File: src/hw/rtl/bce_pkg.sv
// Shared types, widths and register codes for the Bezier curve evaluator.
`timescale 1ns / 1ps
`default_nettype none

package bce_pkg;

    // Default maximum curve degree.
    localparam int MAX_ORDER_DEF = 6;

    // Fixed field widths.
    localparam int ORDER_W    = 3;
    localparam int POINT_W    = 32;
    localparam int T_W        = 17;
    localparam int CFG_IDX_W  = 4;
    localparam int CFG_DATA_W = 32;

    // Fraction bits of t and of the control points.
    localparam int FRAC_W = 16;

    // Product of a 33-bit point difference and an 18-bit signed view of t.
    localparam int PROD_W = (POINT_W + 1) + (T_W + 1);

    // t equal to 1.0 in Q1.16.
    localparam logic [T_W-1:0] T_ONE = T_W'(65536);

    // Half of one LSB after the 16-bit shift, for round to nearest.
    localparam logic signed [PROD_W-1:0] ROUND_HALF = PROD_W'(32768);

    // Configuration register indexes.
    localparam logic [CFG_IDX_W-1:0] REG_CURVE_ORDER = CFG_IDX_W'(0);
    localparam logic [CFG_IDX_W-1:0] REG_POINT_0     = CFG_IDX_W'(1);

    typedef logic [T_W-1:0] tval_t;

    // Control word that travels down the pipeline with each point set.
    typedef struct packed {
        logic  valid;
        tval_t t;
    } stage_ctrl_t;

endpackage

`default_nettype wire

File: src/hw/rtl/bce_cfg_regs.sv
// Configuration register file: curve order and control points.
`timescale 1ns / 1ps
`default_nettype none

module bce_cfg_regs
    import bce_pkg::*;
#(
    parameter int MAX_ORDER = MAX_ORDER_DEF
)
(
    input  logic                               clk,
    input  logic                               rst_n,
    input  logic                               cfg_we,
    input  logic [CFG_IDX_W-1:0]               cfg_index,
    input  logic [CFG_DATA_W-1:0]              cfg_wdata,
    output logic [ORDER_W-1:0]                 order_eff,
    output logic [MAX_ORDER:0][POINT_W-1:0]    points
);

    logic [ORDER_W-1:0]              order_reg;
    logic [MAX_ORDER:0][POINT_W-1:0] points_reg;

    // Register writes; indexes past the stored points are ignored.
    always_ff @(posedge clk or negedge rst_n)
    begin
        if (!rst_n)
        begin
            order_reg  <= '0;
            points_reg <= '0;
        end
        else if (cfg_we)
        begin
            if (cfg_index == REG_CURVE_ORDER)
            begin
                order_reg <= cfg_wdata[ORDER_W-1:0];
            end
            for (int i = 0; i <= MAX_ORDER; i++)
            begin
                if (cfg_index == REG_POINT_0 + CFG_IDX_W'(i))
                begin
                    points_reg[i] <= cfg_wdata[POINT_W-1:0];
                end
            end
        end
    end

    // An order above the supported maximum is clamped to it.
    assign order_eff = (order_reg > ORDER_W'(MAX_ORDER)) ? ORDER_W'(MAX_ORDER) : order_reg;
    assign points    = points_reg;

endmodule

`default_nettype wire

File: config.mk
export PLATFORM = sky130hd
export DESIGN_NAME = bce_cfg_regs
export DESIGN_NICKNAME = d
export VERILOG_FILES = /design/src/hw/rtl/bce_pkg.sv /design/src/hw/rtl/bce_cfg_regs.sv
export SDC_FILE = /design/constraint.sdc
export NUM_CORES = 1
export LEC_CHECK = 0
export BUFFER_PORTS_ARGS = -buffer_cell sky130_fd_sc_hd__buf_2
export CAP_MARGIN = 20
export CORE_UTILIZATION = 51
export CTS_CLUSTER_SIZE = 30
export DETAILED_ROUTE_END_ITERATION = 8
export PLACE_DENSITY = 0.77
export SYNTH_ARGS = -nofsm -noshare
export SYNTH_HDL_FRONTEND = slang
export SYNTH_SLANG_ARGS = --single-unit
File: constraint.sdc
create_clock -name clk -period 2 [get_ports clk]
set_input_delay 0.1 -clock clk [delete_from_list [all_inputs] [get_ports clk]]
set_output_delay 0.1 -clock clk [all_outputs]
set_load 0.01 [all_outputs]
==> metrics, run 1 <==
# port buffers 265; Syn-to-layout area delta 31.96%; Hold Path Class in2reg; final instance area 11230 um2; Core Area 16120 um2; Achievable Freq 745.4 MHz; Critical Path RT 1.90 ns; Post-Place Cell Area 10170 um2; worst hold slack 0.1347 ns; Nets 846; first-pass GRT wire length 33.73 mm; DIE WIDTH 131.2 um; syn_area_per_cell 17.23 um2; CTS Buffer Depth 3; final WL 21.12 mm; final setup violation count 0; max-cap viol count 0; Power Total 13.41 mW; sequential share of the synthesized area 66.74%; total CTS buffers 23; DR vias 5379; post-route ant nets 0; PwrDens 1194 nW/um2; Worst-Skew Late Latency 0.49 ns; CTS sink cnt 227; WL per Instance 20.35 um; sw frac 27.98%; hpwl dp 14.14 mm; syn nets 533; Residual DRC 0; Placer Congestion 0.8007; combinational power share 23.1%; Critical Path AT 1.24 ns; Largest register FFs 224; Ports 266; share of cells above drive strength 1 60.41%; drt first pass iters 4; Yosys reg bits 227; element type at the critical path start flip-flop; NetSw 3.752 mW; Int Pwr 9.658 mW; slew margin rel. 60.65%; number of library cell types mapped by synthesis 16; initial antenna violation count 2; CP Class reg2out; Worst IR Drop VDD 0.0008948 V; Final Hold Fails 0; Initial Util 52.82%; Critical path buffers and inverters 1; GR Util All Layers 25.34%; grt ovf 0; met3 GRT Util 5.748%; unrepaired setup endpoints after global routing false; clk root buf clkbuf_16; busiest layer in global routing met2; Post-CTS Setup Inserts 0; Crit-path slowest cell dfrtp_1; run status complete, no violations; pin count of the biggest net entering global routing 69; Tcrit/Tclk final 67.08%; worst slack, placed 0.3834 ns; Max Slew Vio Count 0; Worst Slack Setup Final 0.6585 ns; synth warn 0; CTS tree done; Pleak 5.580 nW; Syn Inst Count 494; die area 17210 um2; max incr delay on CP 0.39 ns; met2 usage 42.17%; FP Rows 46; final setup TNS 0 ns; vias in the first global route 5935; GR Util met1 31.64%; delay-heaviest family, CP flip-flops; crit path time final 1.342 ns; Layout Skew 0 ns; worst path cell trace a21boi_0 -> buf_2; Setup crit end kind output port; Fillers 1126; initial DRC count 158; clock-pin slew on the worst setup and hold paths 0.06 ns; crit-path max FO 3; DIE HEIGHT 131.2 um; H-Tree Depth 1; Via-to-Cell Ratio 5.182; register share of total power 46.3%; Worst Max-Slew Pin Slew 0.5903 ns; Clk pwr share 30.6%; Post-Syn Area 8512 um2
-- final timing paths --
check	start	endpoint	slack, ns	cells past startpoint
setup / recovery	order_reg[2]	order_eff[0]	0.66	2
hold / removal	cfg_index[3]	order_reg[2]	0.13	4
setup reg to reg	points[0]	points[0]	1.18	1
hold reg to reg	points[93]	points[93]	0.48	1
max in group asynchronous	rst_n	points[157]	1.07	3
min in group asynchronous	rst_n	points[209]	0.19	2
-- worst min-delay path, stage by stage --
cell and delay, ns:
buf_2 0.10, nor3b_2 0.07, nand2_1 0.14, mux2_2 0.17
-- logic make-up (layout without fill, tap and decap cells) --
logic type | count (synthesis) | in the layout | share of synthesized area [%]
multiplexers | 227 | 227 | 30.03
AO/OA/AOI/OAI | 1 | 1 | 0.08823
buffers and inverters | 27 | 354 | 1.881
other | 0 | 1 | 0
flip-flops | 227 | 227 | 66.74
AND/OR/NAND/NOR | 12 | 12 | 1.264
-- cell usage after synthesis --
cell type | instances | area (um2)
nand2b_1 | 1 | 6.260
clkbuf_2 | 1 | 5.000
mux2_2 | 172 | 1937
nand2_1 | 2 | 7.510
nor3b_2 | 3 | 37.54
nand3b_2 | 2 | 22.52
buf_6 | 3 | 33.78
nor2_1 | 2 | 7.510
mux2_1 | 55 | 619.3
nand3b_4 | 1 | 20.02
dfrtp_1 | 227 | 5680
buf_2 | 16 | 80.08
and3_1 | 1 | 6.260
a21boi_0 | 1 | 7.510
clkbuf_1 | 3 | 11.26
buf_4 | 4 | 30.03
-- final cells by class --
cell class	instances	area [um2]	area share (%)
sequential	227	5680	50.57
multi-input combinational	240	2695	23.99
timing repair buffer	315	1856	16.52
clock buffer	35	680.7	6.060
tap	216	270.3	2.406
clock inverter	4	47.55	0.4233
antenna	1	2.502	0.02228
-- power by group through the flow --
stage          clock, mW  sequential [mW]  combinational, mW
2_1_floorplan          0             6.75              0.935
3_3_place_gp           0             6.20               2.97
3_5_place_dp           0             6.26               3.06
4_1_cts             4.18             6.21               3.13
5_1_grt             4.35             6.34               3.31
6_report            4.10             6.21               3.10
-- layout by cell type, fill, tap and decap left out --
cell and count:
buf_2 264, dfrtp_1 227, mux2_2 172, mux2_1 55, dlygate4sd3_1 33, clkbuf_16 23
buf_4 12, clkbuf_8 7, clkbuf_1 6, buf_12 5, nand3b_2 2, nor3b_4 2
nand2_1 2, clkinv_2 2, diode_2 1, a21boi_0 1, nor3b_2 1, and3_2 1
nand3b_4 1, nor2_1 1, nand2b_2 1, nor2_4 1, bufinv_16 1, clkinvlp_4 1
-- metal layers --
metal  vias to the layer above  wire [um]
met2                       212      10160
met4                         0        871
met1                      2730       8765
li1                       2375          -
met3                        62       1324
met5                         -          0
-- metrics by stage --
| stage | utilization [%] | instances |
|---|---|---|
| after floorplan | - | 494 |
| after global placement | 63.11 | 965 |
| after detailed placement | 63.11 | 965 |
| after CTS | 69.68 | 1037 |
| after global routing | 69.70 | 1038 |
| final | 69.70 | 1038 |
-- timing repair --
| item | CTS | global route |
|---|---|---|
| gates resized for setup | 0 | 0 |
| hold endpoints to repair | 290 | 0 |
| hold buffers | 33 | 0 |
| endpoints found under the setup margin | 0 | 0 |
No activity file was read; power rests on OpenSTA's default activity.
==> run 2: changes to the inputs <==
--- a/config.mk
+++ b/config.mk
@@ -7,10 +7,10 @@
 export LEC_CHECK = 0
 export BUFFER_PORTS_ARGS = -buffer_cell sky130_fd_sc_hd__buf_2
 export CAP_MARGIN = 20
-export CORE_UTILIZATION = 51
+export CORE_UTILIZATION = 46
 export CTS_CLUSTER_SIZE = 30
 export DETAILED_ROUTE_END_ITERATION = 8
-export PLACE_DENSITY = 0.77
+export PLACE_DENSITY = 0.73
 export SYNTH_ARGS = -nofsm -noshare
 export SYNTH_HDL_FRONTEND = slang
 export SYNTH_SLANG_ARGS = --single-unit
==> constraint.sdc (replaced) <==
create_clock -name clk -period 1.2 [get_ports clk]
set_input_delay 0.06 -clock clk [delete_from_list [all_inputs] [get_ports clk]]
set_output_delay 0.06 -clock clk [all_outputs]
set_load 0.01 [all_outputs]
==> run 2 against run 1 <==
Compared with the run above:
- the run now ends with setup timing left
- global-route usage shrank 2.8 points
- power grew 73%
- via count grew 2.1%
- combinational power grew 67%
==> metrics, run 2 (same netlist as run 1, synthesis figures left out) <==
Critical Path AT 1.18 ns (was 1.24 ns); FP Rows 49 (was 46); max-cap viol count 0 (unchanged); reg2reg end points[31] (was points[0]); clock-pin slew on the worst setup and hold paths 0.06 ns (about the same); pin count of the biggest net entering global routing 42 (was 69); slew margin rel. 73.37% (was 60.65%); DIE WIDTH 138.0 um (was 131.2 um); drt first pass iters 4 (unchanged); first-pass GRT wire length 33.90 mm (was 33.73 mm); Syn-to-layout area delta 35.51% (was 31.96%); initial antenna violation count 0 (was 2); Placer Congestion 0.7914 (was 0.8007); clk root buf clkbuf_16 (unchanged); Initial Util 47.22% (was 52.82%); failing checks setup timing; commonest non-fill, non-tap cell in the layout buf_2 (unchanged); DR vias 5491 (was 5379); Pleak 5.709 nW (was 5.580 nW); met3 GRT Util 4.711% (was 5.748%); Hold Path Class in2async (was in2reg); Setup crit end kind output port (unchanged); Max Slew Vio Count 0 (unchanged); Via-to-Cell Ratio 5.185 (was 5.182); final instance area 11530 um2 (was 11230 um2); Worst-Skew Late Latency 0.50 ns (was 0.49 ns); busiest layer in global routing met2 (unchanged); CP Class reg2out (unchanged); Achievable Freq 805.4 MHz; die area 19050 um2 (was 17210 um2); Post-Place Cell Area 10380 um2 (was 10170 um2); final setup violation count 1 (was 0); Tcrit/Tclk final 103.5%; CTS Buffer Depth 3 (unchanged); met2 usage 37.29% (was 42.17%); Residual DRC 0 (unchanged); hpwl dp 14.93 mm (was 14.14 mm); WL per Instance 20.14 um (was 20.35 um); Core Area 18020 um2 (was 16120 um2); GR Util All Layers 22.53% (was 25.34%); PwrDens 2010 nW/um2 (was 1194 nW/um2); Fillers 1338 (was 1126); Power Total 23.18 mW (was 13.41 mW); Critical Path RT 1.14 ns (was 1.90 ns); Worst Max-Slew Pin Slew 0.3995 ns (was 0.5903 ns); DIE HEIGHT 138.0 um (was 131.2 um); CTS sink cnt 227 (unchanged); post-route ant nets 0 (unchanged); initial DRC count 154 (was 158); Largest register FFs 224 (unchanged); grt ovf 0 (unchanged); Nets 855 (was 846); Layout Skew 0 ns (unchanged); post-layout util 63.99% (was 69.70%); share of cells above drive strength 1 61.08% (was 60.41%); crit-path max FO 3 (unchanged); reg2reg setup slack 0.37 ns (was 1.18 ns); Ports 266 (unchanged); R2R cell count 1 (unchanged); most frequent cells in the layout buf_2, dfrtp_1, mux2_2 (unchanged); Worst IR Drop VDD 0.001315 V (was 0.0008948 V); GR Util met1 29.81% (was 31.64%); Post-CTS Setup Inserts 0 (unchanged); Worst Slack Setup Final -0.04162 ns (was 0.6585 ns); final WL 21.33 mm (was 21.12 mm); crit path time final 1.242 ns; # port buffers 265 (unchanged); total CTS buffers 24 (was 23); CTS tree done (unchanged); FF-to-FF Start points[31] (was points[0]); worst slack, placed -0.1992 ns (was 0.3834 ns); element type at the critical path start flip-flop (unchanged); H-Tree Depth 1 (unchanged); vias in the first global route 5849 (was 5935); unrepaired setup endpoints after global routing true (was false); footprint of the multi-input gates 2701 um2 (was 2695 um2); run status finished, violations left (was complete, no violations); Register Area 5680 um2 (unchanged); # diodes 0 (was 1); final setup TNS -0.04162 ns (was 0 ns); Final Hold Fails 0 (unchanged)
run 2: changes by cell type in the layout (fill, tap and decap cells not counted), sizes merged:
cell	delta
clkinv	-1
diode	-1
buf	+8
bufinv	+2
run 2: worst max-delay path, cell delays in order, from the launching register on:
cell      delay, ns
dfrtp_1        0.38
a21boi_1       0.14
buf_2          0.16
run 2: final cells by class:
type | count | area share (%)
clock buffer | 35 | 6.270
clock inverter | 5 | 0.8895
multi-input combinational | 240 | 23.42
sequential | 227 | 49.25
tap | 229 | 2.484
timing repair buffer | 323 | 17.69
run 2: metrics by stage:
step           std cells  hold slack, ns
3_3_place_gp         986         0.02250
4_1_cts             1059         0.07013
3_5_place_dp         986         0.03477
2_1_floorplan        494         -0.2356
6_report            1059         0.06887
5_1_grt             1059         0.09781
run 2: routing by layer:
| metal | wire length, um | vias up |
|---|---|---|
| met3 | 1236 | 38 |
| li1 | - | 2397 |
| met5 | 0 | - |
| met1 | 9066 | 2863 |
| met2 | 10480 | 193 |
| met4 | 548 | 0 |
run 2: timing repair:
action	CTS	global route
hold buffers	33	0
setup endpoints to repair	1	1
gates resized for setup	1	0
hold endpoints to repair	454	0
run 2: how the worst max path moves through the flow:
stage,from,endpoint,slack (ns),depth (start not counted)
2_1_floorplan,cfg_index[3],points[129],0.003,4
5_1_grt,order_reg[2],order_eff[0],-0.13,2
3_5_place_dp,cfg_index[3],points[168],-0.20,5
6_report,order_reg[2],order_eff[0],-0.04,2
4_1_cts,order_reg[2],order_eff[0],-0.06,2
3_3_place_gp,cfg_index[3],points[136],-0.14,5
run 2: power by group:
part	total (mW)	switching (mW)	internal (mW)	leakage, nW
Clock	7.62	2.83	4.78	0.402
Combinational	5.18	2.59	2.59	2.52
Sequential	10.4	0.948	9.44	2.78
==> run 3: changes to the inputs <==
--- a/config.mk
+++ b/config.mk
@@ -5,7 +5,7 @@
 export SDC_FILE = /design/constraint.sdc
 export NUM_CORES = 1
 export LEC_CHECK = 0
-export BUFFER_PORTS_ARGS = -buffer_cell sky130_fd_sc_hd__buf_2
+export BUFFER_PORTS_ARGS = -buffer_cell sky130_fd_sc_hd__clkbuf_2
 export CAP_MARGIN = 20
 export CORE_UTILIZATION = 46
 export CTS_CLUSTER_SIZE = 30
==> run 3 against run 2 <==
Compared with the run above:
- the run ends with hold timing, setup timing left
- largest cell class unchanged
- critical path depth is the same
- highest routed layer unchanged
- first-iteration DRC count increased by 4.5%
- worst setup slack better by 0.019 ns
- largest power group unchanged
==> metrics, run 3 (same netlist as run 1, synthesis figures left out) <==
Pleak 5.691 nW (was 5.709 nW); Syn-to-layout area delta 35.25% (was 35.51%); Final Hold Fails 10 (was 0); # port buffers 265 (unchanged); CTS Buffer Depth 3 (unchanged); grt ovf 0 (unchanged); post-route ant nets 0 (unchanged); Tcrit/Tclk final 101.9% (was 103.5%); met2 usage 38.26% (was 37.29%); # diodes 0 (unchanged); Nets 856 (was 855); Power Total 22.74 mW (was 23.18 mW); crit path time final 1.223 ns (was 1.242 ns); crit path from order_reg[2] (unchanged); unrepaired setup endpoints after global routing true (unchanged); die area 19050 um2 (unchanged); Setup crit end kind output port (unchanged); delay-heaviest family, CP flip-flops (unchanged); Via-to-Cell Ratio 5.170 (was 5.185); Max Slew Vio Count 0 (unchanged); DR vias 5496 (was 5491); WL per Instance 20.12 um (was 20.14 um); max incr delay on CP 0.39 ns (was 0.38 ns); Worst-Skew Late Latency 0.50 ns (about the same); Initial Util 47.22% (unchanged); Critical Path AT 1.16 ns (was 1.18 ns); PwrDens 1975 nW/um2 (was 2010 nW/um2); final setup violation count 1 (unchanged); failing checks hold timing, setup timing (was setup timing); drt first pass iters 4 (unchanged); DIE WIDTH 138.0 um (unchanged); CP Class reg2out (unchanged); most frequent cells in the layout clkbuf_2, dfrtp_1, mux2_2 (was buf_2, dfrtp_1, mux2_2); Worst Max-Slew Pin Slew 0.3723 ns (was 0.3995 ns); GR Util All Layers 22.96% (was 22.53%); Largest register FFs 224 (unchanged); Achievable Freq 818.0 MHz (was 805.4 MHz); CTS sink cnt 227 (unchanged); H-Tree Depth 1 (unchanged); vias in the first global route 5945 (was 5849); Worst IR Drop VDD 0.001289 V (was 0.001315 V); initial DRC count 161 (was 154); run status finished, violations left (unchanged); Critical path buffers and inverters 1 (unchanged); FF-to-FF Start order_reg[2] (was points[31]); worst path cell trace a21boi_1 -> buf_2 (unchanged); hpwl dp 15.05 mm (was 14.93 mm); final instance area 11510 um2 (was 11530 um2); commonest non-fill, non-tap cell in the layout clkbuf_2 (was buf_2); reg2reg setup slack 0.32 ns (was 0.37 ns); FP Rows 49 (unchanged); Hold Path Class in2async (unchanged); met3 GRT Util 4.330% (was 4.711%); Critical Path RT 1.14 ns (about the same); Crit-path slowest cell dfrtp_1 (unchanged); first-pass GRT wire length 34.61 mm (was 33.90 mm); clk root buf clkbuf_16 (unchanged); element type at the critical path start flip-flop (unchanged); Worst Slack Setup Final -0.02253 ns (was -0.04162 ns); crit-path max FO 2 (was 3); final WL 21.39 mm (was 21.33 mm); max-cap viol count 0 (unchanged); clock-pin slew on the worst setup and hold paths 0.06 ns (about the same); DIE HEIGHT 138.0 um (unchanged); slew margin rel. 75.10% (was 73.37%); CTS tree done (unchanged); worst hold slack -0.005238 ns (was 0.06887 ns); busiest layer in global routing met2 (unchanged); Core Area 18020 um2 (unchanged); Layout Skew 0 ns (unchanged); initial antenna violation count 0 (unchanged); GR Util met1 29.81% (about the same); share of cells above drive strength 1 60.67% (was 61.08%); total CTS buffers 23 (was 24); final setup TNS -0.02253 ns (was -0.04162 ns); Placer Congestion 0.8051 (was 0.7914); Residual DRC 0 (unchanged); Post-Place Cell Area 10380 um2 (about the same); pin count of the biggest net entering global routing 58 (was 42); Ports 266 (unchanged)
[run 3: layout make-up]
class / instances / area (um2)
fillers: 1297 / 6513
flip-flops and latches: 227 / 5680
multi-input cells: 240 / 2701
repair buffers: 325 / 2090
clock buffers: 34 / 656.9
well taps: 229 / 286.5
clock inverters: 8 / 97.59
[run 3: where the power goes]
| group | total, mW | switching (mW) | internal (mW) | leakage, nW |
|---|---|---|---|---|
| Combinational | 5.21 | 2.62 | 2.60 | 2.53 |
| Sequential | 10.5 | 1.01 | 9.44 | 2.78 |
| Clock | 7.07 | 2.84 | 4.24 | 0.373 |
[run 3: final timing paths]
| kind | cells after the start | end |
|---|---|---|
| hold reg to reg | 1 | points[89] |
| max in group asynchronous | 3 | points[177] |
| setup / recovery | 2 | order_eff[0] |
| min in group clk | 4 | points[130] |
| setup reg to reg | 2 | order_reg[2] |
| hold / removal | 2 | points[18] |
[run 3: worst register-to-register path, cell delays in order, from the launching register on]
cell and delay (ns):
dfrtp_1 0.39, buf_6 0.12, mux2_2 0.25
[run 3: per-stage QoR]
| step | setup slack [ns] | utilization [%] | hold WS, ns | cells |
|---|---|---|---|---|
| floorplan | 0.003421 | - | -0.2356 | 494 |
| global placement | -0.1624 | 57.57 | -0.03824 | 984 |
| detailed placement | -0.2318 | 57.57 | -0.04051 | 984 |
| CTS | -0.05520 | 63.83 | 0.1678 | 1064 |
| global route | -0.1162 | 63.87 | 0.01282 | 1063 |
| finish | -0.02253 | 63.87 | -0.005238 | 1063 |
[run 3: per-layer routing]
layer  routed length [um]  vias to the layer above  part of all wire (%)
met1                 9079                     2823                    42
met4                  775                        0                   3.6
met5                    0                        -                     0
met3                 1138                       55                   5.3
met2                10390                      216                    49
li1                     -                     2402                     -
[run 3: repair_timing]
| item | CTS | global route |
|---|---|---|
| cloned | 0 | 0 |
| pin swaps | 0 | 1 |
| buffers inserted | 2 | 0 |
| setup endpoints to repair | 1 | 15 |
| hold endpoints to repair | 454 | 0 |
| resized for setup | 1 | 8 |
| hold buffers | 36 | 0 |
